===== config.mk =====
export PLATFORM = sky130hd
export DESIGN_NAME = dbtm_report
export DESIGN_NICKNAME = d
export VERILOG_FILES = /design/src/sv/dbtm_pkg.sv /design/src/sv/dbtm_report.sv
export SDC_FILE = /design/constraint.sdc
export NUM_CORES = 1
export LEC_CHECK = 0
export ABC_AREA = 1
export BUFFER_PORTS_ARGS = -buffer_cell sky130_fd_sc_hd__buf_2
export CAP_MARGIN = 5
export CORE_MARGIN = 4
export CORE_UTILIZATION = 51
export DETAILED_ROUTE_END_ITERATION = 12
export HOLD_SLACK_MARGIN = 0.12
export PLACE_DENSITY = 0.78
export SLEW_MARGIN = 20
export SYNTH_ARGS = -nofsm -noshare
export SYNTH_HDL_FRONTEND = slang
export SYNTH_SLANG_ARGS = --single-unit

===== constraint.sdc =====
create_clock -name clk_i -period 4 [get_ports clk_i]
set_clock_uncertainty 0.05 [all_clocks]
set_input_delay 0.6 -clock clk_i [delete_from_list [all_inputs] [get_ports clk_i]]
set_output_delay 0.6 -clock clk_i [all_outputs]
set_load 0.01 [all_outputs]

===== src/sv/dbtm_pkg.sv =====
// Shared types and constants for the dual biquad threshold monitor.
// No dependencies; every other file in this folder imports this package.
package dbtm_pkg;

  // Default build values for the top-level parameters.
  localparam int SAMPLE_BITS_DEF = 12;
  localparam int COEF_FRAC_DEF   = 14;

  // Fixed field widths.
  localparam int COEF_W    = 16;
  localparam int HIST_W    = 24;
  localparam int HIST_FRAC = 10;
  localparam int FILT_W    = HIST_W - HIST_FRAC;
  localparam int LIMIT_W   = 13;
  localparam int STEP_W    = 16;
  localparam int STAMP_W   = 32;

  // Saturation bounds of the stored filter output.
  localparam int HIST_MAX = 2 ** (HIST_W - 1) - 1;
  localparam int HIST_MIN = -(2 ** (HIST_W - 1));

  // Configuration port.
  localparam int ADDR_W = 5;
  localparam int DATA_W = 32;

  // Register reset values.
  localparam int B0_RST    = 819;
  localparam int B1_RST    = 1638;
  localparam int B2_RST    = 819;
  localparam int A1_RST    = 4915;
  localparam int A2_RST    = -1638;
  localparam int LIMIT_RST = 800;
  localparam int STEP_RST  = 10;

  // Register word indexes (byte address divided by four).
  typedef enum logic [ADDR_W-3:0] {
    REG_B0    = 3'd0,
    REG_B1    = 3'd1,
    REG_B2    = 3'd2,
    REG_A1    = 3'd3,
    REG_A2    = 3'd4,
    REG_LIMIT = 3'd5,
    REG_STEP  = 3'd6
  } dbtm_reg_e;

  // Current configuration as seen by the datapath.
  typedef struct packed {
    logic signed [COEF_W-1:0] b0;
    logic signed [COEF_W-1:0] b1;
    logic signed [COEF_W-1:0] b2;
    logic signed [COEF_W-1:0] a1;
    logic signed [COEF_W-1:0] a2;
    logic [LIMIT_W-1:0]       limit;
    logic [STEP_W-1:0]        step;
  } dbtm_cfg_t;

  // Load enables of the filter pipeline stages.
  typedef struct packed {
    logic s1;
    logic s2;
    logic s3;
    logic s4;
  } dbtm_ld_t;

endpackage


===== src/sv/dbtm_report.sv =====
// Output stage: converts both filter outputs to integers, flags them against
// the limit and forms their distance. Depends on dbtm_pkg for widths.
module dbtm_report (
  input  logic                               clk_i,
  input  logic                               ld_i,
  input  logic [dbtm_pkg::LIMIT_W-1:0]       limit_i,
  input  logic signed [dbtm_pkg::HIST_W-1:0] y_a_i,
  input  logic signed [dbtm_pkg::HIST_W-1:0] y_b_i,
  output logic signed [dbtm_pkg::FILT_W-1:0] filt_a_o,
  output logic signed [dbtm_pkg::FILT_W-1:0] filt_b_o,
  output logic [dbtm_pkg::FILT_W-1:0]        diff_o,
  output logic                               flag_a_o,
  output logic                               flag_b_o
);
  import dbtm_pkg::*;

  logic signed [FILT_W-1:0] whole_a;
  logic signed [FILT_W-1:0] whole_b;
  logic signed [FILT_W:0]   delta;
  logic signed [FILT_W:0]   delta_abs;
  logic signed [FILT_W-1:0] filt_a_q;
  logic signed [FILT_W-1:0] filt_b_q;
  logic [FILT_W-1:0]        diff_q;
  logic                     flag_a_q;
  logic                     flag_b_q;

  // Truncation toward zero: bias negative values before the arithmetic shift.
  // The history range already maps onto the 14-bit output range exactly.
  function automatic logic signed [FILT_W-1:0] to_whole(
    input logic signed [HIST_W-1:0] y
  );
    logic [HIST_W-1:0] biased;
    biased = y + (y[HIST_W-1] ? HIST_W'(2 ** HIST_FRAC - 1) : HIST_W'(0));
    return biased[HIST_W-1:HIST_FRAC];
  endfunction

  assign whole_a   = to_whole(y_a_i);
  assign whole_b   = to_whole(y_b_i);
  assign delta     = {whole_a[FILT_W-1], whole_a} - {whole_b[FILT_W-1], whole_b};
  assign delta_abs = delta[FILT_W] ? -delta : delta;

  // A negative value never exceeds the unsigned limit.
  always_ff @(posedge clk_i) begin
    if (ld_i) begin
      filt_a_q <= whole_a;
      filt_b_q <= whole_b;
      diff_q   <= delta_abs[FILT_W-1:0];
      flag_a_q <= !whole_a[FILT_W-1] && (whole_a[LIMIT_W-1:0] > limit_i);
      flag_b_q <= !whole_b[FILT_W-1] && (whole_b[LIMIT_W-1:0] > limit_i);
    end
  end

  assign filt_a_o = filt_a_q;
  assign filt_b_o = filt_b_q;
  assign diff_o   = diff_q;
  assign flag_a_o = flag_a_q;
  assign flag_b_o = flag_b_q;

endmodule


==> impl_metrics.ini <==
[outcome]
outcome = complete, no violations

[floorplan]
initial_core_util_pct = 51.97
die_height_um = 107.6
row_count = 36
die_x_um = 107.6
die_area_mm2 = 0.01157
ioPinCount = 107
coreArea_mm2 = 0.009729

[worst_hold_path]
hold_class = primary input to flip-flop

[setup_path]
start_kind = primary input
crit_required_ps = 4010
end_kind = flip-flop
cp_max_fo = 10
critical_path_class = primary input to flip-flop
arrival_ps = 3760

[timing]
fin_crit_sh_pct = 93.88
fin_crit_ps = 3755
relSlewSlack_pct = 34.90
hold_viol_final = 0
setup_viol_count_final = 0
tightest_slew_ps = 976.6
setup_ws_ps = 244.8
slew_violations = 0
rsz0062_at_grt = true
fmax_ghz = 0.2663
hold_slack_ps = 643.5

[yosys]
synth.top_cells.by_count = 220 x nand2_1, 125 x inv_1, 64 x nand3_1
async_flop_share_pct = 0
yosys_warnings = 0
synth_edf_count = 44
synth_nets = 868
yosysTopAreaCell = edfxtp_1
ys_types = 36
ys_seq_elements = 44
synth_most_common_cell = nand2_1
synth_cells = 749
yosys.area.top_type_share_pct = 26.13
synthFlopType = edfxtp_1
ys_top_cells_by_area = edfxtp_1 26%, nand2_1 16%, ha_1 14%
synth_area_mm2 = 0.005056
postSynthAreaPerCell_um2 = 6.750
ys_seq_area_share_pct = 26.13

[finish]
area_growth_pct = 32.49
fin_cells = 1078
drive_above_1_share_pct = 32.49
final_nets = 1063
fillCellCount = 875
antenna_cells = 0

[clocking]
cts-root-buf = clkbuf_8
cts_buffers = 5
cts_sinks = 44
post_cts_buffers = 0
cts_buffer_depth = 2
postCtsHoldBufs = 0
cts_tree = done
htree_levels = 2
clk_pin_slew_ps = 80

[pwr]
power.density_mw_per_mm2 = 260.3
p_leak_nw = 3.680
power_mw = 1.743
ir_drop_mv = 0.1386

[route]
first_pass_iters = 5
routed_via_density = 4.916
wl_per_cell_um = 12.53
ant_nets = 0
drt_iter0_markers = 284
vias = 5299
routed_wl_um = 13510
drc = 0

[grt]
grt_pass1_wl_um = 21600
antenna_found_initial = 0
grt_pass1_vias = 4891
grt.total_usage_pct = 22.85
overflow = 0
grt_max_degree = 45

[placed_design]
gp_congestion = 0.9406
hpwl_um = 11320
preCtsSetupSlack_ps = -256.9
numPortBuffers = 106
dp_cells = 1070

[flow_run]
drv_cap = 0
[cells in the final DEF (no fill, tap or decap), types with 4 or more instances in the layout]
cell / instances
xnor2_1: 7
nand2_1: 216
buf_4: 83
nand2_2: 47
o21ai_0: 7
ha_1: 42
or2_2: 4
nor2_2: 15
buf_2: 104
a21oi_1: 18
inv_2: 8
nor3_2: 5
ha_4: 12
edfxtp_1: 44
clkbuf_8: 5
nor2_1: 55
nand3_2: 4
nand4_1: 11
xor2_1: 12
a21oi_2: 4
inv_1: 125
nand3_1: 62
nor3_1: 14
[where the power goes]
group	total (mW)	leakage (nW)	switching [mW]	internal (mW)
logic	0.864	3.20	0.483	0.381
clock network	0.272	0.0453	0.153	0.119
registers	0.607	0.430	0.0136	0.593
total	1.74	3.68	0.650	1.09
[through the flow]
stage	cell area, µm²	setup TNS (ps)	util, %
finish	6699	0	68.85
global route	6699	-51.00	68.85
CTS	6451	0	66.31
detailed placement	6369	-2718	65.46
global placement	6369	-1449	65.46
floorplan	5056	0	-
[metal layers]
layer	wire length [µm]	part of all wire, %	track usage (%)
met2	6518	48	39.25
met3	819	6.1	2.819
met1	5862	43	29.74
met5	0	0	0
met4	311	2.3	7.394
[critical path, stage by stage]
cell and delay (ps):
buf_4 190, ha_4 300, nand2_2 100, inv_2 70, nand2_1 50, nand2_1 80
inv_1 60, nand2_1 60, nand2_1 60, nand2_1 80, inv_1 70, nor3_2 110
buf_4 150, inv_1 40, nor2_1 110, nor2_1 50, or2_2 290, ha_1 310
inv_1 110, nor3_1 70, nor2_2 170, nand4_2 150, nand2_4 130, inv_4 60
nand2_1 80, xor2_1 140, inv_1 50
[timing repair]
action | 4_1_cts | 5_1_grt
gates resized for setup | 0 | 44
setup endpoints to repair | 0 | 13
endpoints found under the hold margin | 0 | 0
[registers in the layout, summed over array words and instances (netlist names)]
signal and cells:
flag_b_o 1, filt_a_o 14, flag_a_o 1, filt_b_o 14
diff_o 14
[final timing paths]
path | from | to | slack [ps] | cells after the start
hold / removal | y_b_i[18] | filt_b_o[8] | 640 | 3
setup / recovery | y_b_i[23] | diff_o[12] | 240 | 27
[logic make-up (layout without fill, tap and decap cells)]
logic type,after synthesis,in the layout,synth area share (%)
AO/OA/AOI/OAI,46,46,5.568
XOR/XNOR,19,19,3.291
flip-flops,44,44,26.13
adder cells (fa/ha/maj),56,56,14.01
buffers and inverters,134,330,9.948
AND/OR/NAND/NOR,450,450,41.05
[final cells by class]
class                   count  area, µm²  area share [%]
clock buffers               5      68.82           1.027
clock inverters             3      13.76          0.2055
inverters                 134      505.5           7.546
multi-input cells         571       3460           51.64
flip-flops and latches     44       1321           19.72
well taps                 133      166.4           2.484
repair buffers            188       1164           17.37
(Power assumes the default switching activity.)
