File: config.mk
export PLATFORM = sky130hd
export DESIGN_NAME = dbtm_biquad
export DESIGN_NICKNAME = d
export VERILOG_FILES = /design/src/sv/dbtm_pkg.sv /design/src/sv/dbtm_biquad.sv
export SDC_FILE = /design/constraint.sdc
export NUM_CORES = 2
export LEC_CHECK = 0
export ABC_AREA = 1
export BUFFER_PORTS_ARGS = -buffer_cell sky130_fd_sc_hd__buf_2
export CORE_ASPECT_RATIO = 2
export CORE_MARGIN = 2
export CORE_UTILIZATION = 23
export DETAILED_ROUTE_END_ITERATION = 8
export PLACE_DENSITY = 0.34
export SETUP_SLACK_MARGIN = 0.1
export SYNTH_ARGS = -nofsm -noshare
export SYNTH_HDL_FRONTEND = slang
export SYNTH_SLANG_ARGS = --single-unit
File: constraint.sdc
create_clock -name clk_i -period 8.4 [get_ports clk_i]
set_input_delay 1.26 -clock clk_i [delete_from_list [all_inputs] [get_ports clk_i]]
set_output_delay 1.26 -clock clk_i [all_outputs]
set_load 0.01 [all_outputs]
File: src/sv/dbtm_pkg.sv
// Shared types and constants for the dual biquad threshold monitor.
// No dependencies; every other file in this folder imports this package.
package dbtm_pkg;

  // Default build values for the top-level parameters.
  localparam int SAMPLE_BITS_DEF = 12;
  localparam int COEF_FRAC_DEF   = 14;

  // Fixed field widths.
  localparam int COEF_W    = 16;
  localparam int HIST_W    = 24;
  localparam int HIST_FRAC = 10;
  localparam int FILT_W    = HIST_W - HIST_FRAC;
  localparam int LIMIT_W   = 13;
  localparam int STEP_W    = 16;
  localparam int STAMP_W   = 32;

  // Saturation bounds of the stored filter output.
  localparam int HIST_MAX = 2 ** (HIST_W - 1) - 1;
  localparam int HIST_MIN = -(2 ** (HIST_W - 1));

  // Configuration port.
  localparam int ADDR_W = 5;
  localparam int DATA_W = 32;

  // Register reset values.
  localparam int B0_RST    = 819;
  localparam int B1_RST    = 1638;
  localparam int B2_RST    = 819;
  localparam int A1_RST    = 4915;
  localparam int A2_RST    = -1638;
  localparam int LIMIT_RST = 800;
  localparam int STEP_RST  = 10;

  // Register word indexes (byte address divided by four).
  typedef enum logic [ADDR_W-3:0] {
    REG_B0    = 3'd0,
    REG_B1    = 3'd1,
    REG_B2    = 3'd2,
    REG_A1    = 3'd3,
    REG_A2    = 3'd4,
    REG_LIMIT = 3'd5,
    REG_STEP  = 3'd6
  } dbtm_reg_e;

  // Current configuration as seen by the datapath.
  typedef struct packed {
    logic signed [COEF_W-1:0] b0;
    logic signed [COEF_W-1:0] b1;
    logic signed [COEF_W-1:0] b2;
    logic signed [COEF_W-1:0] a1;
    logic signed [COEF_W-1:0] a2;
    logic [LIMIT_W-1:0]       limit;
    logic [STEP_W-1:0]        step;
  } dbtm_cfg_t;

  // Load enables of the filter pipeline stages.
  typedef struct packed {
    logic s1;
    logic s2;
    logic s3;
    logic s4;
  } dbtm_ld_t;

endpackage

File: src/sv/dbtm_biquad.sv
// One channel of the direct-form-I biquad, split into four pipeline stages.
// Depends on dbtm_pkg for the coefficient struct, load enables and widths.
module dbtm_biquad #(
  parameter int SAMPLE_BITS    = dbtm_pkg::SAMPLE_BITS_DEF,
  parameter int COEF_FRAC_BITS = dbtm_pkg::COEF_FRAC_DEF
) (
  input  logic                               clk_i,
  input  logic                               rst_ni,
  input  dbtm_pkg::dbtm_ld_t                 ld_i,
  input  dbtm_pkg::dbtm_cfg_t                cfg_i,
  input  logic [SAMPLE_BITS-1:0]             x_i,
  output logic signed [dbtm_pkg::HIST_W-1:0] y_o
);
  import dbtm_pkg::*;

  localparam int XS_W   = SAMPLE_BITS + 1;
  localparam int PROD_W = COEF_W + XS_W;
  localparam int SUM_W  = PROD_W + 2;
  localparam int FF_W   = SUM_W + HIST_FRAC;
  localparam int FB_W   = COEF_W + HIST_W;
  localparam int ACC_W  = ((FF_W > FB_W) ? FF_W : FB_W) + 2;

  localparam logic signed [ACC_W-1:0] Y_MAX = ACC_W'(HIST_MAX);
  localparam logic signed [ACC_W-1:0] Y_MIN = ACC_W'(HIST_MIN);

  logic [SAMPLE_BITS-1:0]     tap_q [3];
  logic signed [COEF_W-1:0]   coef_ff [3];
  logic signed [PROD_W-1:0]   prod_d [3];
  logic signed [PROD_W-1:0]   prod_q [3];
  logic signed [SUM_W-1:0]    sum_d;
  logic signed [SUM_W-1:0]    sum_q;
  logic signed [FB_W-1:0]     fb_cur;
  logic signed [FB_W-1:0]     a2y_d;
  logic signed [FB_W-1:0]     a2y_q;
  logic signed [ACC_W-1:0]    acc;
  logic signed [ACC_W-1:0]    y_floor;
  logic signed [HIST_W-1:0]   y_sat;
  logic signed [HIST_W-1:0]   y_q [2];

  // Stage 1: input sample and the two previous ones as a shift line.
  always_ff @(posedge clk_i or negedge rst_ni) begin
    if (!rst_ni) begin
      tap_q[0] <= '0;
      tap_q[1] <= '0;
      tap_q[2] <= '0;
    end else if (ld_i.s1) begin
      tap_q[0] <= x_i;
      tap_q[1] <= tap_q[0];
      tap_q[2] <= tap_q[1];
    end
  end

  // Stage 2: the three feedforward products, one multiplier per tap.
  always_comb begin
    coef_ff[0] = cfg_i.b0;
    coef_ff[1] = cfg_i.b1;
    coef_ff[2] = cfg_i.b2;
    for (int k = 0; k < 3; k++) begin
      prod_d[k] = coef_ff[k] * $signed({1'b0, tap_q[k]});
    end
  end

  always_ff @(posedge clk_i) begin
    if (ld_i.s2) begin
      prod_q <= prod_d;
    end
  end

  // Stage 3: feedforward sum, still without the history scale.
  assign sum_d = SUM_W'(prod_q[0]) + SUM_W'(prod_q[1]) + SUM_W'(prod_q[2]);

  always_ff @(posedge clk_i) begin
    if (ld_i.s3) begin
      sum_q <= sum_d;
    end
  end

  // Stage 4: recursive part. The a2 term is registered ahead of time from the
  // value that will be the older history entry once this stage loads.
  assign fb_cur = cfg_i.a1 * y_q[0];
  assign a2y_d  = cfg_i.a2 * (ld_i.s4 ? y_q[0] : y_q[1]);
  assign acc    = (ACC_W'(sum_q) <<< HIST_FRAC) + ACC_W'(fb_cur) + ACC_W'(a2y_q);
  assign y_floor = acc >>> COEF_FRAC_BITS;

  // Clamp the new output to the history range before it is stored.
  always_comb begin
    if (y_floor > Y_MAX) begin
      y_sat = HIST_W'(Y_MAX);
    end else if (y_floor < Y_MIN) begin
      y_sat = HIST_W'(Y_MIN);
    end else begin
      y_sat = HIST_W'(y_floor);
    end
  end

  always_ff @(posedge clk_i or negedge rst_ni) begin
    if (!rst_ni) begin
      y_q[0] <= '0;
      y_q[1] <= '0;
      a2y_q  <= '0;
    end else begin
      a2y_q <= a2y_d;
      if (ld_i.s4) begin
        y_q[0] <= y_sat;
        y_q[1] <= y_q[0];
      end
    end
  end

  assign y_o = y_q[0];

endmodule

==> flow_metrics.tcl <==
set metrics [dict create \
    status "finished clean" \
    yosys.area_share.simple_pct 13.95 \
    core-area_um2 272600 \
    synth_nets 9464 \
    r2r_setup_slack_ns 1.12 \
    multi_input_area_um2 46560 \
    critPathSlowestCell "fa_1" \
    rsz0062_at_grt "no" \
    die_w_um 374.2 \
    port_buffers 121 \
    cts.repair.resized 0 \
    reg2reg_to "a2y_q[33]$_DFF_PN0_" \
    grt-ovfl-total 0 \
    rows 271 \
    cts_buffer_depth 3 \
    slew_headroom_pct 31.17 \
    critPathTopFamily "adder cells" \
    synth_compound_area_share_pct 3.755 \
    drt_iter0_drc 1663 \
    die_area_um2 278500 \
    nNetsFinal 9474 \
    ant_nets 0 \
    cp_num_cells 27 \
    drive_gt1_share_pct 6.299 \
    hp-class "flop to flop" \
    netlist_area_um2 63040 \
    start_util_pct 23.12 \
    area_growth_pct 9.875 \
    fillers 30041 \
    yosysWarnings 0 \
    numCtsBuffers 35 \
    track_usage_pct 16.53 \
    end_kind "flop" \
    crit_path_max_incr_delay_ns 0.60 \
    synth_xor_area_share_pct 2.612 \
    period_needed_ns 7.694 \
    setup_violations 0 \
    cpMostUsedCell "fa_1" \
    critPathLaunchType "input port" \
    dp_hpwl_um 196300 \
    crit_end "a2y_q[33]$_DFF_PN0_" \
    grt_max_degree 66 \
    cts_tree "done" \
    path_clk_slew_ns 0.06 \
    ys_async_sr_fraction_pct 51.24 \
    wl_per_cell_um 20.44 \
    critPathRequiredTime_ns 8.87 \
    synth-seq-cells 242 \
    synthDistinctLibCells 52 \
    crit_type "input port to flop" \
    cts.sinks 242 \
    root_buffer "clkbuf_16" \
    post-cts-setup-buffers 0 \
    syn_area_per_cell_um2 8.418 \
    crit_arrival_ns 8.17 \
    path_buf_inv 8 \
    cp_max_fo 18 \
    r2r_start "y_o[5]$_DFFE_PN0P_" \
    synthFlopType "dfrtp_1" \
    num_vias 45914 \
    die_height_um 744.4 \
    finalMaxSlewViolations 0 \
    finalClockSkew_ns 0.02350 \
    critPathLaunch "ld_i[0]" \
    period_share_pct 91.60 \
    hold_ws_ns 0.5768 \
    first_pass_iters 5 \
    reg2reg_depth 25 \
    yosysSeqAreaShare_pct 10.54 \
    io_pins 151 \
    worst_pin_slew_ns 1.032 \
    synthAdderAreaFrac_pct 53.34 \
    clk_latency_ns 0.57 \
    antenna_found_initial 17 \
    syn_inst 7488 \
    final_hold_viol_count 0 \
    fmax_mhz 130.0 \
    cts_max_level 2 \
    hold_buffers 0 \
    gp_congestion 0.8716 \
    drt-total-wl_um 226300 \
    synth_edf_count 118 \
    grt_pass1_wl_um 336900 \
    synth_top_family_by_area "adder cells" \
    routed_via_density 4.146 \
    grt_pass1_vias 52477 \
    synth.area.mux_share_pct 0.2144 \
    route.detailed.drc 0 \
    regArea_um2 6646 \
    cap_violations 0 \
]
cell usage after synthesis (all sizes together) (11+ instances only):
master / number / share of area [%]
inv: 2280 / 14
nand2: 1710 / 10
fa: 1397 / 44
ha: 452 / 9.0
nor2: 334 / 2.1
clkbuf: 259 / 1.5
a21oi: 224 / 1.9
xor2: 127 / 1.8
dfrtp: 124 / 4.9
edfxtp: 118 / 5.6
o21ai: 110 / 0.87
nand3: 81 / 0.69
xnor2: 61 / 0.85
buf: 36 / 0.43
nor3: 23 / 0.22
or2: 23 / 0.23
a31oi: 21 / 0.21
o21bai: 18 / 0.21
nand4: 17 / 0.18
mux2: 12 / 0.21
a21o: 11 / 0.13
o21a: 11 / 0.13
layout by cell type, fill, tap and decap left out, drive strengths merged, types with 15 or more instances in the layout:
cell type     n
xor2        127
nor2        334
edfxtp      118
fa         1397
xnor2        61
o21bai       18
dfrtp       124
ha          452
buf         268
nor3         23
nand3        81
a31oi        21
a21oi       224
clkbuf       39
o21ai       110
inv        2285
nand4        17
nand2      1710
or2          23
clkinv       15
area by class of cell:
type / count / area share [%]
diodes: 1 / 0.003613
clock buffers: 39 / 1.315
clock inverters: 25 / 0.4679
inverters: 2286 / 12.39
multi-input cells: 4665 / 67.23
flip-flops and latches: 242 / 9.596
well taps: 3549 / 6.411
repair buffers: 268 / 2.589
through the flow:
stage / instances / util (%) / instance area (um^2) / setup WS [ns] / TNS, ns
2_1_floorplan: 7488 / - / 63040 / 1.293 / 0
3_3_place_gp: 11010 / 24.95 / 68020 / -0.03787 / -0.03787
3_5_place_dp: 11010 / 24.95 / 68020 / -0.01298 / -0.01298
4_1_cts: 11074 / 25.41 / 69260 / 0.5725 / 0
5_1_grt: 11074 / 25.41 / 69260 / 0.3364 / 0
6_report: 11075 / 25.41 / 69260 / 0.7056 / 0
per-layer routing:
layer	global-route usage [%]	share of wire [%]	up-vias
met5	0	0.071	-
met4	6.433	4.7	26
met3	1.272	2.0	294
met2	36.70	63	631
met1	14.62	30	23760
li1	-	-	21203
worst reg2reg max path, stage by stage (launching register included):
cell	delay, ns
dfrtp_1	1.01
o21ai_1	0.29
inv_1	0.40
nand2_1	0.15
fa_1	0.53
fa_1	0.56
inv_1	0.05
fa_1	0.48
inv_1	0.05
fa_1	0.39
fa_1	0.52
inv_1	0.05
fa_1	0.61
ha_1	0.54
nand2_1	0.11
nor2_1	0.20
inv_1	0.09
o21ai_0	0.18
a21oi_1	0.08
o21ai_0	0.14
buf_4	0.19
nor2_1	0.04
a21oi_1	0.21
nand2_1	0.10
nand2_1	0.09
xor2_1	0.16
worst min path at each step:
stage	endpoint	depth (start not counted)	slack, ns	startpoint
after floorplan	y_q[23]$_DFFE_PN0P_	2	0.54	y_q[23]$_DFFE_PN0P_
after global placement	y_q[8]$_DFFE_PN0P_	3	0.56	y_q[8]$_DFFE_PN0P_
after detailed placement	y_q[8]$_DFFE_PN0P_	3	0.57	y_q[8]$_DFFE_PN0P_
after CTS	y_q[8]$_DFFE_PN0P_	3	0.58	y_q[8]$_DFFE_PN0P_
after global routing	y_q[8]$_DFFE_PN0P_	3	0.61	y_q[8]$_DFFE_PN0P_
final	y_q[8]$_DFFE_PN0P_	3	0.58	y_q[8]$_DFFE_PN0P_
kinds of logic (layout without fill, tap and decap cells):
group / count (synthesis) / count (layout)
buffers and inverters: 2581 / 2618
and+or+nand+nor: 2200 / 2200
adders and majority gates: 1849 / 1849
AOI/OAI and AO/OA: 416 / 416
DFF: 242 / 242
xor gates and xnor gates: 188 / 188
muxes: 12 / 12
other: 0 / 1
registers in the layout (all words and copies together) (netlist names):
register,flops
a2y_q,40
y_q,24
tap_q,36
sum_q,31
y_o,24
prod_q,87
Power is left out: the tool's default activity adds up to more than one toggle a clock period on the data nets, which glitch-free logic cannot reach.
