`src/sv/dbtm_pkg.sv`:
```
// Shared types and constants for the dual biquad threshold monitor.
// No dependencies; every other file in this folder imports this package.
package dbtm_pkg;

  // Default build values for the top-level parameters.
  localparam int SAMPLE_BITS_DEF = 12;
  localparam int COEF_FRAC_DEF   = 14;

  // Fixed field widths.
  localparam int COEF_W    = 16;
  localparam int HIST_W    = 24;
  localparam int HIST_FRAC = 10;
  localparam int FILT_W    = HIST_W - HIST_FRAC;
  localparam int LIMIT_W   = 13;
  localparam int STEP_W    = 16;
  localparam int STAMP_W   = 32;

  // Saturation bounds of the stored filter output.
  localparam int HIST_MAX = 2 ** (HIST_W - 1) - 1;
  localparam int HIST_MIN = -(2 ** (HIST_W - 1));

  // Configuration port.
  localparam int ADDR_W = 5;
  localparam int DATA_W = 32;

  // Register reset values.
  localparam int B0_RST    = 819;
  localparam int B1_RST    = 1638;
  localparam int B2_RST    = 819;
  localparam int A1_RST    = 4915;
  localparam int A2_RST    = -1638;
  localparam int LIMIT_RST = 800;
  localparam int STEP_RST  = 10;

  // Register word indexes (byte address divided by four).
  typedef enum logic [ADDR_W-3:0] {
    REG_B0    = 3'd0,
    REG_B1    = 3'd1,
    REG_B2    = 3'd2,
    REG_A1    = 3'd3,
    REG_A2    = 3'd4,
    REG_LIMIT = 3'd5,
    REG_STEP  = 3'd6
  } dbtm_reg_e;

  // Current configuration as seen by the datapath.
  typedef struct packed {
    logic signed [COEF_W-1:0] b0;
    logic signed [COEF_W-1:0] b1;
    logic signed [COEF_W-1:0] b2;
    logic signed [COEF_W-1:0] a1;
    logic signed [COEF_W-1:0] a2;
    logic [LIMIT_W-1:0]       limit;
    logic [STEP_W-1:0]        step;
  } dbtm_cfg_t;

  // Load enables of the filter pipeline stages.
  typedef struct packed {
    logic s1;
    logic s2;
    logic s3;
    logic s4;
  } dbtm_ld_t;

endpackage

```
`src/sv/dbtm_regs.sv`:
```
// Configuration register file with an APB-style port.
// Depends on dbtm_pkg for the register map and the configuration struct.
module dbtm_regs (
  input  logic                        clk_i,
  input  logic                        rst_ni,
  input  logic                        psel,
  input  logic                        penable,
  input  logic                        pwrite,
  input  logic [dbtm_pkg::ADDR_W-1:0] paddr,
  input  logic [dbtm_pkg::DATA_W-1:0] pwdata,
  output logic [dbtm_pkg::DATA_W-1:0] prdata,
  output logic                        pready,
  output dbtm_pkg::dbtm_cfg_t         cfg_o
);
  import dbtm_pkg::*;

  dbtm_cfg_t cfg_q;
  logic      wr_en;

  assign pready = 1'b1;
  assign wr_en  = psel & penable & pwrite;
  assign cfg_o  = cfg_q;

  // Register writes; unknown word indexes are ignored.
  always_ff @(posedge clk_i or negedge rst_ni) begin
    if (!rst_ni) begin
      cfg_q.b0    <= COEF_W'(B0_RST);
      cfg_q.b1    <= COEF_W'(B1_RST);
      cfg_q.b2    <= COEF_W'(B2_RST);
      cfg_q.a1    <= COEF_W'(A1_RST);
      cfg_q.a2    <= COEF_W'(A2_RST);
      cfg_q.limit <= LIMIT_W'(LIMIT_RST);
      cfg_q.step  <= STEP_W'(STEP_RST);
    end else if (wr_en) begin
      unique case (paddr[ADDR_W-1:2])
        REG_B0:    cfg_q.b0    <= pwdata[COEF_W-1:0];
        REG_B1:    cfg_q.b1    <= pwdata[COEF_W-1:0];
        REG_B2:    cfg_q.b2    <= pwdata[COEF_W-1:0];
        REG_A1:    cfg_q.a1    <= pwdata[COEF_W-1:0];
        REG_A2:    cfg_q.a2    <= pwdata[COEF_W-1:0];
        REG_LIMIT: cfg_q.limit <= pwdata[LIMIT_W-1:0];
        REG_STEP:  cfg_q.step  <= pwdata[STEP_W-1:0];
        default: ;
      endcase
    end
  end

  // Read back; coefficients come back sign-extended.
  always_comb begin
    unique case (paddr[ADDR_W-1:2])
      REG_B0:    prdata = DATA_W'(cfg_q.b0);
      REG_B1:    prdata = DATA_W'(cfg_q.b1);
      REG_B2:    prdata = DATA_W'(cfg_q.b2);
      REG_A1:    prdata = DATA_W'(cfg_q.a1);
      REG_A2:    prdata = DATA_W'(cfg_q.a2);
      REG_LIMIT: prdata = DATA_W'(cfg_q.limit);
      REG_STEP:  prdata = DATA_W'(cfg_q.step);
      default:   prdata = '0;
    endcase
  end

endmodule

```
`config.mk`:
```
export PLATFORM = sky130hd
export DESIGN_NAME = dbtm_regs
export DESIGN_NICKNAME = d
export VERILOG_FILES = /design/src/sv/dbtm_pkg.sv /design/src/sv/dbtm_regs.sv
export SDC_FILE = /design/constraint.sdc
export NUM_CORES = 1
export LEC_CHECK = 0
export BUFFER_PORTS_ARGS = -buffer_cell sky130_fd_sc_hd__buf_4
export CORE_AREA = 4 4 113 115
export CTS_CLUSTER_DIAMETER = 120
export DETAILED_ROUTE_END_ITERATION = 8
export DIE_AREA = 0 0 117 119
export PLACE_DENSITY = 0.84
export SYNTH_ARGS = -nofsm -noshare
export SYNTH_HDL_FRONTEND = slang
export SYNTH_SLANG_ARGS = --single-unit
export TNS_END_PERCENT = 50
```
`constraint.sdc`:
```
create_clock -name clk_i -period 2.05 [get_ports clk_i]
set_clock_uncertainty 0.05 [all_clocks]
set_input_delay 0.205 -clock clk_i [delete_from_list [all_inputs] [get_ports clk_i]]
set_output_delay 0.205 -clock clk_i [all_outputs]
set_load 0.05 [all_outputs]
```
==> key figures, run 1 <==
Floorplanning
  – Core ar.: 0.0118 mm^2
  – Die ar.: 0.0139 mm^2
  – Top-level port count: approximately 180
  – DIE HEIGHT: roughly 120 um
  – Rows: 40
  – Die X: roughly 120 um
  – Initial core utilization: between 40% and 50%

Setup path
  – FF-to-FF path depth: 1
  – Crit path required time: 1.79 ns
  – Worst EP arrival: about 1.7 ns
  – Critical Path Sink Type: output port
  – CP Class: reg -> out
  – Worst setup SP type: flip-flop
  – Crit path max fanout: 3

STA
  – Final min period: ~2 ns
  – RSZ-0062 raised after global routing: no
  – Period utilization: a little under 100%
  – # setup viols final: 0
  – Worst setup margin: around 0.056 ns
  – Count of pins over their slew limit: 0
  – Final hold vios: 0
  – Max Freq: around 500 MHz

Power
  – Pwr dens: ~1200 mW/mm^2
  – Leakage power: 3.28 nW
  – Total power: ~0.0084 W
  – Maximum VDD drop: around 570 uV

Clock network
  – TritonCTS buffer count: 9
  – CTS Sinks: between 100 and 150
  – Root cell of the clock tree: clkbuf_16
  – Maximum clock insertion buffer count: 2
  – Post-CTS sizing: 0
  – Worst skew pair latency: 0.34 ns
  – Clock slew at reported path FFs: 0.07 ns
  – Post-CTS setup buffer count: 0
  – H-Tree Depth: 3
  – CTS tree: built

Cells and area
  – Layout cells sized above 1: 67.9%
  – P&R area growth vs syn: 33.9%
  – Fillers: ~940
  – Multi-input gate area: about 0.0022 mm^2
  – Max reg flops: 109
  – Highest-count cells in the layout ignoring fill and taps: buf_4 (189), mux2_2 (111), dfrtp_1 (69)
  – Commonest non-fill, non-tap cell in the layout: buf_4
  – Diode count: 0
  – Nets: between 500 and 600
  – Fin cells: about 700
  – Flip-flop and latch area: about 0.0028 mm^2

Logic synthesis
  – Sequential area share after synthesis: 53.1%
  – Post-Syn Nets: 417
  – Post-synth top area share: 33.0%
  – Most used DFF post-synth: dfrtp_1
  – Yosys warning count: 0
  – Synthesized area: roughly 0.0052 mm^2
  – Ys async rst share: 100%
  – Synth area leaders: dfrtp_1 (33%), mux2_2 (24%), dfstp_2 (20%)
  – Syn Area/Cell: ~14 um^2
  – Post-synth top area cell: dfrtp_1
  – Yosys reg bits: around 110
  – Synthesized instance count: ~380
  – Post-synth EDFFs: 0
  – Distinct cells, synth: 36

Detailed routing
  – Final ANT Viol Nets: 0
  – Drc violations: 0
  – DR vias/cell: around 5.5
  – Initial drt markers: ~190
  – Pre-antenna DRT Iters: 4
  – Via count: roughly 3.8k
  – Wire per inst: 21.5 um
  – Routed WL: 14900 um

Global route
  – Initial antenna violation count: 0
  – Pin count of the biggest net entering global routing: between 60 and 70
  – First-pass GRT wire length: 23000 um
  – Number of global-route vias before repair: slightly above 4k
  – Tot GR Track Use: a little over a fifth
  – GR Overflow Total: 0

Worst hold path
  – Hold depth: 2
  – Tightest Hold Check Type: in -> reg

Outcome
  – Status: finished clean

Place
  – Port bufs: roughly 160
  – Hpwl dp: 10600 um
  – Placed insts: just under 700
  – Post-Place Setup Slack: about 0.28 ns
  – RD Place Congestion: roughly 0.74

Run
  – Max Cap Viol: 0
[worst max-delay path, cell delays in order, from the launching register on]
cell      delay [ns]
dfstp_2         0.55
mux2i_1         0.07
or2_2           0.29
a221oi_2        0.24
buf_4           0.25
[stage by stage]
| step | util [%] | hold slack [ns] | TNS, ns | area (um^2) |
|---|---|---|---|---|
| 2_1_floorplan | - | -0.141 | -0.0686 | 5250 |
| 3_3_place_gp | 56.7 | 0.0571 | 0 | 6700 |
| 3_5_place_dp | 56.7 | 0.0582 | 0 | 6700 |
| 4_1_cts | 59.3 | 0.0749 | 0 | 7010 |
| 5_1_grt | 59.3 | 0.0829 | 0 | 7010 |
| 6_report | 59.3 | 0.0870 | 0 | 7010 |
[logic make-up after synthesis]
logic type / after synthesis / share of synthesized area (%)
other: 1 / 0.0717
AND/OR/NAND/NOR: 29 / 4.47
AO/OA/AOI/OAI: 57 / 8.51
multiplexers: 139 / 29.2
flip-flops: 109 / 53.1
buffers and inverters: 40 / 4.64
[layout make-up]
type,instances,area share (%)
Timing Repair Buffer,194,21.5
Tap cell,147,2.62
Inverter,1,0.0536
Multi-Input combinational cell,226,31.8
Clock buffer,11,3.46
Sequential cell,109,39.6
Clock inverter,5,0.857
[synth_stat cells (all sizes together) (6+ instances only)]
cell,n
clkbuf,8
dfstp,40
a211o,9
mux2i,28
a32oi,9
dfrtp,69
mux2,111
o211ai,13
buf,31
nor2,6
a21boi,9
[per-layer routing]
layer	wire, um	up-vias	track usage, %
met2	7330	146	35.5
met5	0	-	0
met1	6140	1959	27.6
li1	-	1714	-
met4	175	0	5.66
met3	1240	19	6.61
[final timing paths]
kind / start / slack [ns] / endpoint
max in group asynchronous: rst_ni / 1.00 / cfg_o[101]
min in group asynchronous: rst_ni / 0.23 / cfg_o[81]
hold / removal: pwdata[3] / 0.09 / cfg_o[48]
setup reg to reg: cfg_o[0] / 1.19 / cfg_o[0]
setup / recovery: cfg_o[36] / 0.06 / prdata[7]
hold reg to reg: cfg_o[107] / 0.49 / cfg_o[107]
[what timing repair did]
action / 4_1_cts / 5_1_grt
hold buffers: 1 / 0
endpoints found under the hold margin: 20 / 0
endpoints found under the setup margin: 0 / 0
[report_power, final]
group	switching (W)	total, W	internal (W)
registers	0.000350	0.00304	0.00269
clock network	0.000771	0.00176	0.000986
logic	0.00249	0.00364	0.00115
total	0.00361	0.00844	0.00483
Note: power is estimated with default switching activity, not from simulation.
==> run 2: changes to the inputs <==
--- a/config.mk
+++ b/config.mk
@@ -5,12 +5,13 @@
 export SDC_FILE = /design/constraint.sdc
 export NUM_CORES = 1
 export LEC_CHECK = 0
+export ABC_AREA = 1
 export BUFFER_PORTS_ARGS = -buffer_cell sky130_fd_sc_hd__buf_4
-export CORE_AREA = 4 4 113 115
+export CORE_AREA = 4 4 111 113
 export CTS_CLUSTER_DIAMETER = 120
 export DETAILED_ROUTE_END_ITERATION = 8
-export DIE_AREA = 0 0 117 119
-export PLACE_DENSITY = 0.84
+export DIE_AREA = 0 0 115 117
+export PLACE_DENSITY = 0.87
 export SYNTH_ARGS = -nofsm -noshare
 export SYNTH_HDL_FRONTEND = slang
 export SYNTH_SLANG_ARGS = --single-unit
==> constraint.sdc (replaced) <==
create_clock -name clk_i -period 1.9 [get_ports clk_i]
set_clock_uncertainty 0.05 [all_clocks]
set_input_delay 0.19 -clock clk_i [delete_from_list [all_inputs] [get_ports clk_i]]
set_output_delay 0.19 -clock clk_i [all_outputs]
set_load 0.05 [all_outputs]
==> run 2 against run 1 <==
Against the previous run:
- worst setup slack better by 0.022 ns
- die area is 3.4% lower
- non-clock buffer count rose by 5
- clock power increased by 18%
- power grew 9.0%
- critical path type unchanged
==> key figures, run 2 <==
Logic synthesis
  – Distinct cells, synth: 20 (-44%)
  – Synthesized instance count: 731 (+95%)
  – Synthesized area: 0.00562 mm^2 (+7.4%)
  – Post-Syn Nets: 773 (+85%)
  – Synth Area in Simple Gates: 31.9% (+27 points)
  – XOR/XNOR Fraction of Synth Area: 0% (unchanged)
  – Most used DFF post-synth: dfrtp_1
  – Sequential area share after synthesis: 49.4% (-3.7 points)
  – Yosys reg bits: 109 (unchanged)
  – Post-synthesis mux area share: 0% (-29 points)
  – Adder-cell share of the synthesized area: 0% (unchanged)
  – Main combinational cell family by area after synthesis: simple AND/OR/NAND/NOR gates
  – Post-synth top area share: 30.7% (-2.3 points)
  – Count leader, synth: nand2_1
  – Synth area leaders: dfrtp_1 (31%), dfstp_2 (19%), nand2_1 (17%)
  – Post-synth top area cell: dfrtp_1
  – Post-synth EDFFs: 0 (unchanged)
  – Syn Area/Cell: 7.69 um^2 (-45%)
  – Ys async rst share: 100% (unchanged)
  – Synth top cells by count: nand2_1 (253), dfrtp_1 (69), o21ai_1 (61)
  – Compound-Gate Fraction of Synth Area: 9.70% (+1.2 points)
  – Yosys warning count: 0 (unchanged)

Floorplanning
  – DIE HEIGHT: 117 um (-1.7%)
  – Initial core utilization: 49.7% (+5.4 points)
  – Top-level port count: 184 (unchanged)
  – Rows: 39 (-2.5%)
  – Core ar.: 0.0113 mm^2 (-4.2%)
  – Die ar.: 0.0135 mm^2 (-3.4%)
  – Die X: 115 um (-1.7%)

Global route
  – GR Util met1: 38.4% (+11 points)
  – Initial antenna violation count: 0 (unchanged)
  – Number of global-route vias before repair: 5409 (+31%)
  – GR Overflow Total: 0 (unchanged)
  – First-pass GRT wire length: 28900 um (+25%)
  – Tot GR Track Use: 27.4% (+5.8 points)
  – Pin count of the biggest net entering global routing: 41 (-33%)
  – M2 GR Usage: 41.9% (+6.4 points)
  – GRT busiest layer: met2
  – Met3 Use GR: 6.89% (+0.28 points)

Clock network
  – Post-CTS setup buffer count: 0 (unchanged)
  – TritonCTS buffer count: 9 (unchanged)
  – Clock slew at reported path FFs: 0.07 ns (about the same)
  – Maximum clock insertion buffer count: 2 (unchanged)
  – CTS Sinks: 109 (unchanged)
  – Worst skew pair latency: 0.35 ns (about the same)
  – CTS tree: built
  – H-Tree Depth: 3 (unchanged)
  – Root cell of the clock tree: clkbuf_16

Detailed routing
  – Routed WL: 18400 um (+23%)
  – Final ANT Viol Nets: 0 (unchanged)
  – Initial drt markers: 765 (+300%)
  – Drc violations: 0 (unchanged)
  – Pre-antenna DRT Iters: 5 (+1)
  – DR vias/cell: 5.69 (+2.7%)
  – Wire per inst: 18.0 um (-16%)
  – Via count: 5812 (+51%)

Power
  – Leakage power: 3.85 nW (+17%)
  – Maximum VDD drop: 567 uV (-0.64%)
  – Pwr dens: 1260 mW/mm^2 (+4.5%)
  – Total power: 0.00920 W (+9.0%)

STA
  – Max Freq: between 500 and 600 MHz
  – Final hold vios: 0 (unchanged)
  – Worst slew margin: around 65%
  – Count of pins over their slew limit: 0 (unchanged)
  – Hold_ws: 0.0415 ns (-0.0455 ns)
  – Worst Tran Pin Value: roughly 0.53 ns
  – # setup viols final: 0 (unchanged)
  – Setup_tns: 0 ns (unchanged)
  – Final min period: between 1.5 and 2 ns
  – Worst setup margin: 0.0783 ns (+0.0225 ns)
  – RSZ-0062 raised after global routing: no
  – Period utilization: ~96%

Worst hold path
  – Tightest Hold Check Type: in -> reg

Cells and area
  – Fillers: 958 (+2.5%)
  – Nets: 916 (+57%)
  – Layout cells sized above 1: 30.5% (-37 points)
  – Multi-input gate area: 0.00235 mm^2 (+5.4%)
  – Final instance area: 0.00731 mm^2 (+4.4%)
  – Diode count: 0 (unchanged)
  – Max reg flops: 109 (unchanged)
  – P&R area growth vs syn: 30.1%
  – Highest-count cells in the layout ignoring fill and taps: nand2_1 (252), buf_4 (195), dfrtp_1 (69)
  – Flip-flop and latch area: 0.00278 mm^2 (unchanged)
  – Commonest non-fill, non-tap cell in the layout: nand2_1

Setup path
  – CP Class: reg -> out
  – Crit path required time: 1.66 ns (-0.13 ns)
  – Crit path max fanout: 16 (+13)
  – Worst setup SP type: flip-flop
  – Critical Path Sink Type: output port
  – Worst EP arrival: 1.58 ns (-0.16 ns)

Place
  – Port bufs: 164 (unchanged)
  – Area after DPL: 0.00697 mm^2 (+4.1%)
  – Post-Place Setup Slack: 0.135 ns (-0.141 ns)
  – RD Place Congestion: 0.915 (+23%)
  – Hpwl dp: 13300 um (+25%)

Run
  – Max Cap Viol: 0 (unchanged)

Outcome
  – Status: finished clean
-- run 2: changes by cell type in the layout (fill, tap and decap cells not counted), moves of 28 or more --
cell and delta:
inv_1 +35, mux2_2 -111, mux2i_1 -28, nand2_1 +249
nand3_1 +37, nand4_1 +58, nor2_1 +45, o21ai_0 +48
o21ai_1 +61
-- run 2: cell type report --
| cell class | instances | share of cell area, % |
|---|---|---|
| flip-flops and latches | 109 | 38.0 |
| multi-input cells | 517 | 32.2 |
| repair buffers | 199 | 21.0 |
| clock buffers | 13 | 3.56 |
| well taps | 143 | 2.45 |
| inverters | 38 | 1.95 |
| clock inverters | 3 | 0.924 |
-- run 2: critical path, stage by stage, from the launching register on --
cell	delay, ns
dfstp_2	0.57
nand3_1	0.08
nand2_1	0.11
inv_1	0.08
nand2_4	0.16
buf_4	0.23
-- run 2: power by group --
part	leakage [nW]	internal [W]	total (W)	switching (W)
registers	1.31	0.00287	0.00331	0.000439
logic	2.38	0.00101	0.00381	0.00280
clock network	0.156	0.00123	0.00207	0.000845
-- run 2: worst paths after layout --
check                           cells after the start  slack (ns)          to  startpoint
worst max-delay path                                5        0.08  prdata[18]   cfg_o[44]
max in group asynchronous                           3        0.84   cfg_o[36]      rst_ni
worst max register to register                      2        1.02   cfg_o[44]   cfg_o[44]
min in group asynchronous                           2        0.30   cfg_o[10]      rst_ni
worst min register to register                      2        0.43   cfg_o[79]   cfg_o[79]
worst min-delay path                                3        0.04   cfg_o[32]   pwdata[3]
-- run 2: timing repair --
item                                   CTS  global route
resized for setup                        0             1
endpoints found under the hold margin   21             0
setup endpoints to repair                0            16
hold buffers                             1             0
-- run 2: per-layer routing --
metal / share of wire (%) / wire length [um]
met5: 0 / 0
met4: 2.2 / 405
met3: 12 / 2180
met2: 45 / 8280
met1: 41 / 7500
-- run 2: cell families after synthesis --
family	after synthesis
and+or+nand+nor	407
AOI/OAI and AO/OA	109
DFF	109
buffers and inverters	105
other	1
-- run 2: through the flow --
| stage | utilization, % | std cells |
|---|---|---|
| floorplan | - | 731 |
| global placement | 61.6 | 1005 |
| detailed placement | 61.6 | 1005 |
| finish | 64.6 | 1022 |
| CTS | 64.6 | 1022 |
| global route | 64.6 | 1022 |
==> run 3: changes to the inputs <==
--- a/config.mk
+++ b/config.mk
@@ -5,13 +5,13 @@
 export SDC_FILE = /design/constraint.sdc
 export NUM_CORES = 1
 export LEC_CHECK = 0
-export ABC_AREA = 1
 export BUFFER_PORTS_ARGS = -buffer_cell sky130_fd_sc_hd__buf_4
-export CORE_AREA = 4 4 111 113
+export CORE_AREA = 4 4 108 110
 export CTS_CLUSTER_DIAMETER = 120
 export DETAILED_ROUTE_END_ITERATION = 8
-export DIE_AREA = 0 0 115 117
+export DIE_AREA = 0 0 112 114
 export PLACE_DENSITY = 0.87
+export SLEW_MARGIN = 20
 export SYNTH_ARGS = -nofsm -noshare
 export SYNTH_HDL_FRONTEND = slang
 export SYNTH_SLANG_ARGS = --single-unit
==> run 3 against run 2 <==
Against the previous run:
- the flow now finishes with violations (negative setup slack)
- worst setup slack worse by 0.079 ns
- non-clock buffer count fell by 4
- die area shrank 5.1%
- clock power shrank 26%
- fmax is 4.2% lower
- core utilization up 0.50 points
- clock-buffer cell count decreased by 2
- sequential share of layout area is 2.0 points higher
- combinational power is 4% higher
==> key figures, run 3 (synthesized netlist as in run 1, its figures left out) <==
Clock network
  – CTS tree: built
  – Clock slew at reported path FFs: 0.11 ns (+0.04 ns)
  – TritonCTS buffer count: 9 (unchanged)
  – CTS Sinks: 109 (unchanged)
  – H-Tree Depth: 3 (unchanged)
  – Root cell of the clock tree: clkbuf_8
  – Maximum clock insertion buffer count: 2 (unchanged)
  – Worst skew pair latency: 0.37 ns (+0.02 ns)

Floorplanning
  – Die X: 112 um (-2.6%)
  – Core ar.: 0.0107 mm^2 (-5.5%)
  – Initial core utilization: 48.9% (-0.74 points)
  – Die ar.: 0.0128 mm^2 (-5.1%)
  – DIE HEIGHT: 114 um (-2.6%)
  – Rows: 38 (-2.6%)
  – Top-level port count: 184 (unchanged)

Detailed routing
  – Initial drt markers: 146 (-81%)
  – Drc violations: 0 (unchanged)
  – Final ANT Viol Nets: 0 (unchanged)
  – Routed WL: 14600 um (-21%)
  – Pre-antenna DRT Iters: 4 (-1)
  – M1 WL: 5910 um (-21%)
  – Met3 wire len: 1280 um (-41%)
  – Wire per inst: 21.2 um (+18%)
  – Via count: 3828 (-34%)
  – DR vias/cell: 5.57 (-2.0%)
  – Met2 routed WL: 7220 um (-13%)
  – Top sig layer: met4

STA
  – Final hold vios: 0 (unchanged)
  – # setup viols final: 1 (+1)
  – Period utilization: 100% (+4.2 points)
  – Final min period: 1.90 ns (+0.0792 ns)
  – Count of pins over their slew limit: 0 (unchanged)
  – Setup_tns: -0.000902 ns (-0.000902 ns)
  – Worst Tran Pin Value: 0.594 ns (+0.0641 ns)
  – Max Freq: 526 MHz (-4.2%)
  – RSZ-0062 raised after global routing: yes
  – Worst setup margin: -0.000902 ns (-0.0792 ns)
  – Worst slew margin: 60.4% (-4.3 points)

Setup path
  – Crit path cell chain: mux2i_1 -> or2_4 -> a221oi_4 -> buf_6
  – CP max stage delay: 0.54 ns (-0.03 ns)
  – CP max stage cell: dfstp_2
  – Crit path launch: cfg_o[36]
  – R2R Path Start: cfg_o[36]
  – Crit path max fanout: 2 (-14)
  – Critical Path Sink Type: output port
  – Worst setup SP type: flip-flop
  – Worst EP arrival: 1.66 ns (+0.08 ns)
  – CP Class: reg -> out
  – Crit path required time: 1.66 ns (about the same)

Global route
  – Pin count of the biggest net entering global routing: 110 (+170%)
  – First-pass GRT wire length: 22800 um (-21%)
  – Tot GR Track Use: 22.7% (-4.7 points)
  – GR Overflow Total: 0 (unchanged)
  – Initial antenna violation count: 0 (unchanged)
  – Number of global-route vias before repair: 4215 (-22%)

Cells and area
  – Fin cells: 687 (-33%)
  – Final core utilization: 65.1% (+0.50 points)
  – P&R area growth vs syn: 33.1%
  – Diode count: 0 (unchanged)
  – Commonest non-fill, non-tap cell in the layout: buf_4
  – Nets: 584 (-36%)
  – Layout cells sized above 1: 68.4% (+38 points)
  – Max reg flops: 109 (unchanged)
  – Highest-count cells in the layout ignoring fill and taps: buf_4 (187), mux2_2 (111), dfrtp_1 (66)

Worst hold path
  – Hold Crit Start: pwdata[6]
  – Tightest Hold Check Type: in -> reg

Outcome
  – Violated checks: negative setup slack
  – Status: finished with violations

Power
  – Total power: 0.00878 W (-4.5%)
  – Pwr dens: 1260 mW/mm^2 (+0.28%)
  – Maximum VDD drop: 731 uV (+29%)
  – Leakage power: 3.26 nW (-15%)

Place
  – Placed insts: 668 (-34%)
  – Post-Place Setup Slack: 0.113 ns (-0.0219 ns)
  – RD Place Congestion: 0.788 (-14%)
  – Port bufs: 164 (unchanged)
  – Hpwl dp: 10100 um (-24%)

Run
  – Max Cap Viol: 0 (unchanged)
==> run 3: timing repair <==
| action | in CTS | in global routing |
|---|---|---|
| endpoints found under the hold margin | 69 | 0 |
| pin swaps | 5 | 3 |
| setup buffers | 1 | 1 |
| gates resized for setup | 3 | 0 |
| endpoints found under the setup margin | 20 | 21 |
| hold buffers | 1 | 0 |
==> run 3: area by class of cell <==
type,count,area (um^2)
timing repair buffer,195,1550
tap,140,175
multi-input combinational,226,2240
inverter,1,3.75
fill,802,3730
clock inverter,5,82.6
clock buffer,11,131
sequential,109,2780
==> run 3: where the power goes <==
group	switching, W	internal, W	total [W]
sequential	0.000378	0.00290	0.00328
clock	0.000786	0.000753	0.00154
combinational	0.00270	0.00127	0.00397
==> run 3: per-stage QoR <==
stage / cell area (um^2) / hold WS (ns)
floorplan: 5300 / -0.156
finish: 6960 / 0.0494
detailed placement: 6710 / 0.259
global placement: 6710 / 0.252
global route: 6960 / 0.0431
CTS: 6940 / 0.0313
==> run 3: path summary, 6_finish.rpt <==
kind	endpoint	slack [ns]	cells past startpoint
worst max-delay path	prdata[7]	-0.0009	4
worst min-delay path	cfg_o[67]	0.05	2
worst max register to register	cfg_o[36]	1.02	2
worst min register to register	cfg_o[108]	0.49	1
max in group asynchronous	cfg_o[92]	0.94	3
min in group asynchronous	cfg_o[56]	0.35	3
==> run 3: critical path, delay by kind of cell, from the launching register on <==
family	cells	cell delay [ns]
AOI/OAI and AO/OA	1	0.25
buffers and inverters	1	0.20
and+or+nand+nor	1	0.24
muxes	1	0.06
DFF	1	0.54
==> run 3: layer usage <==
layer	vias up	GRT usage, %
met5	-	0
met4	0	6.41
met3	18	7.53
met2	159	38.2
met1	1937	28.2
li1	1714	-
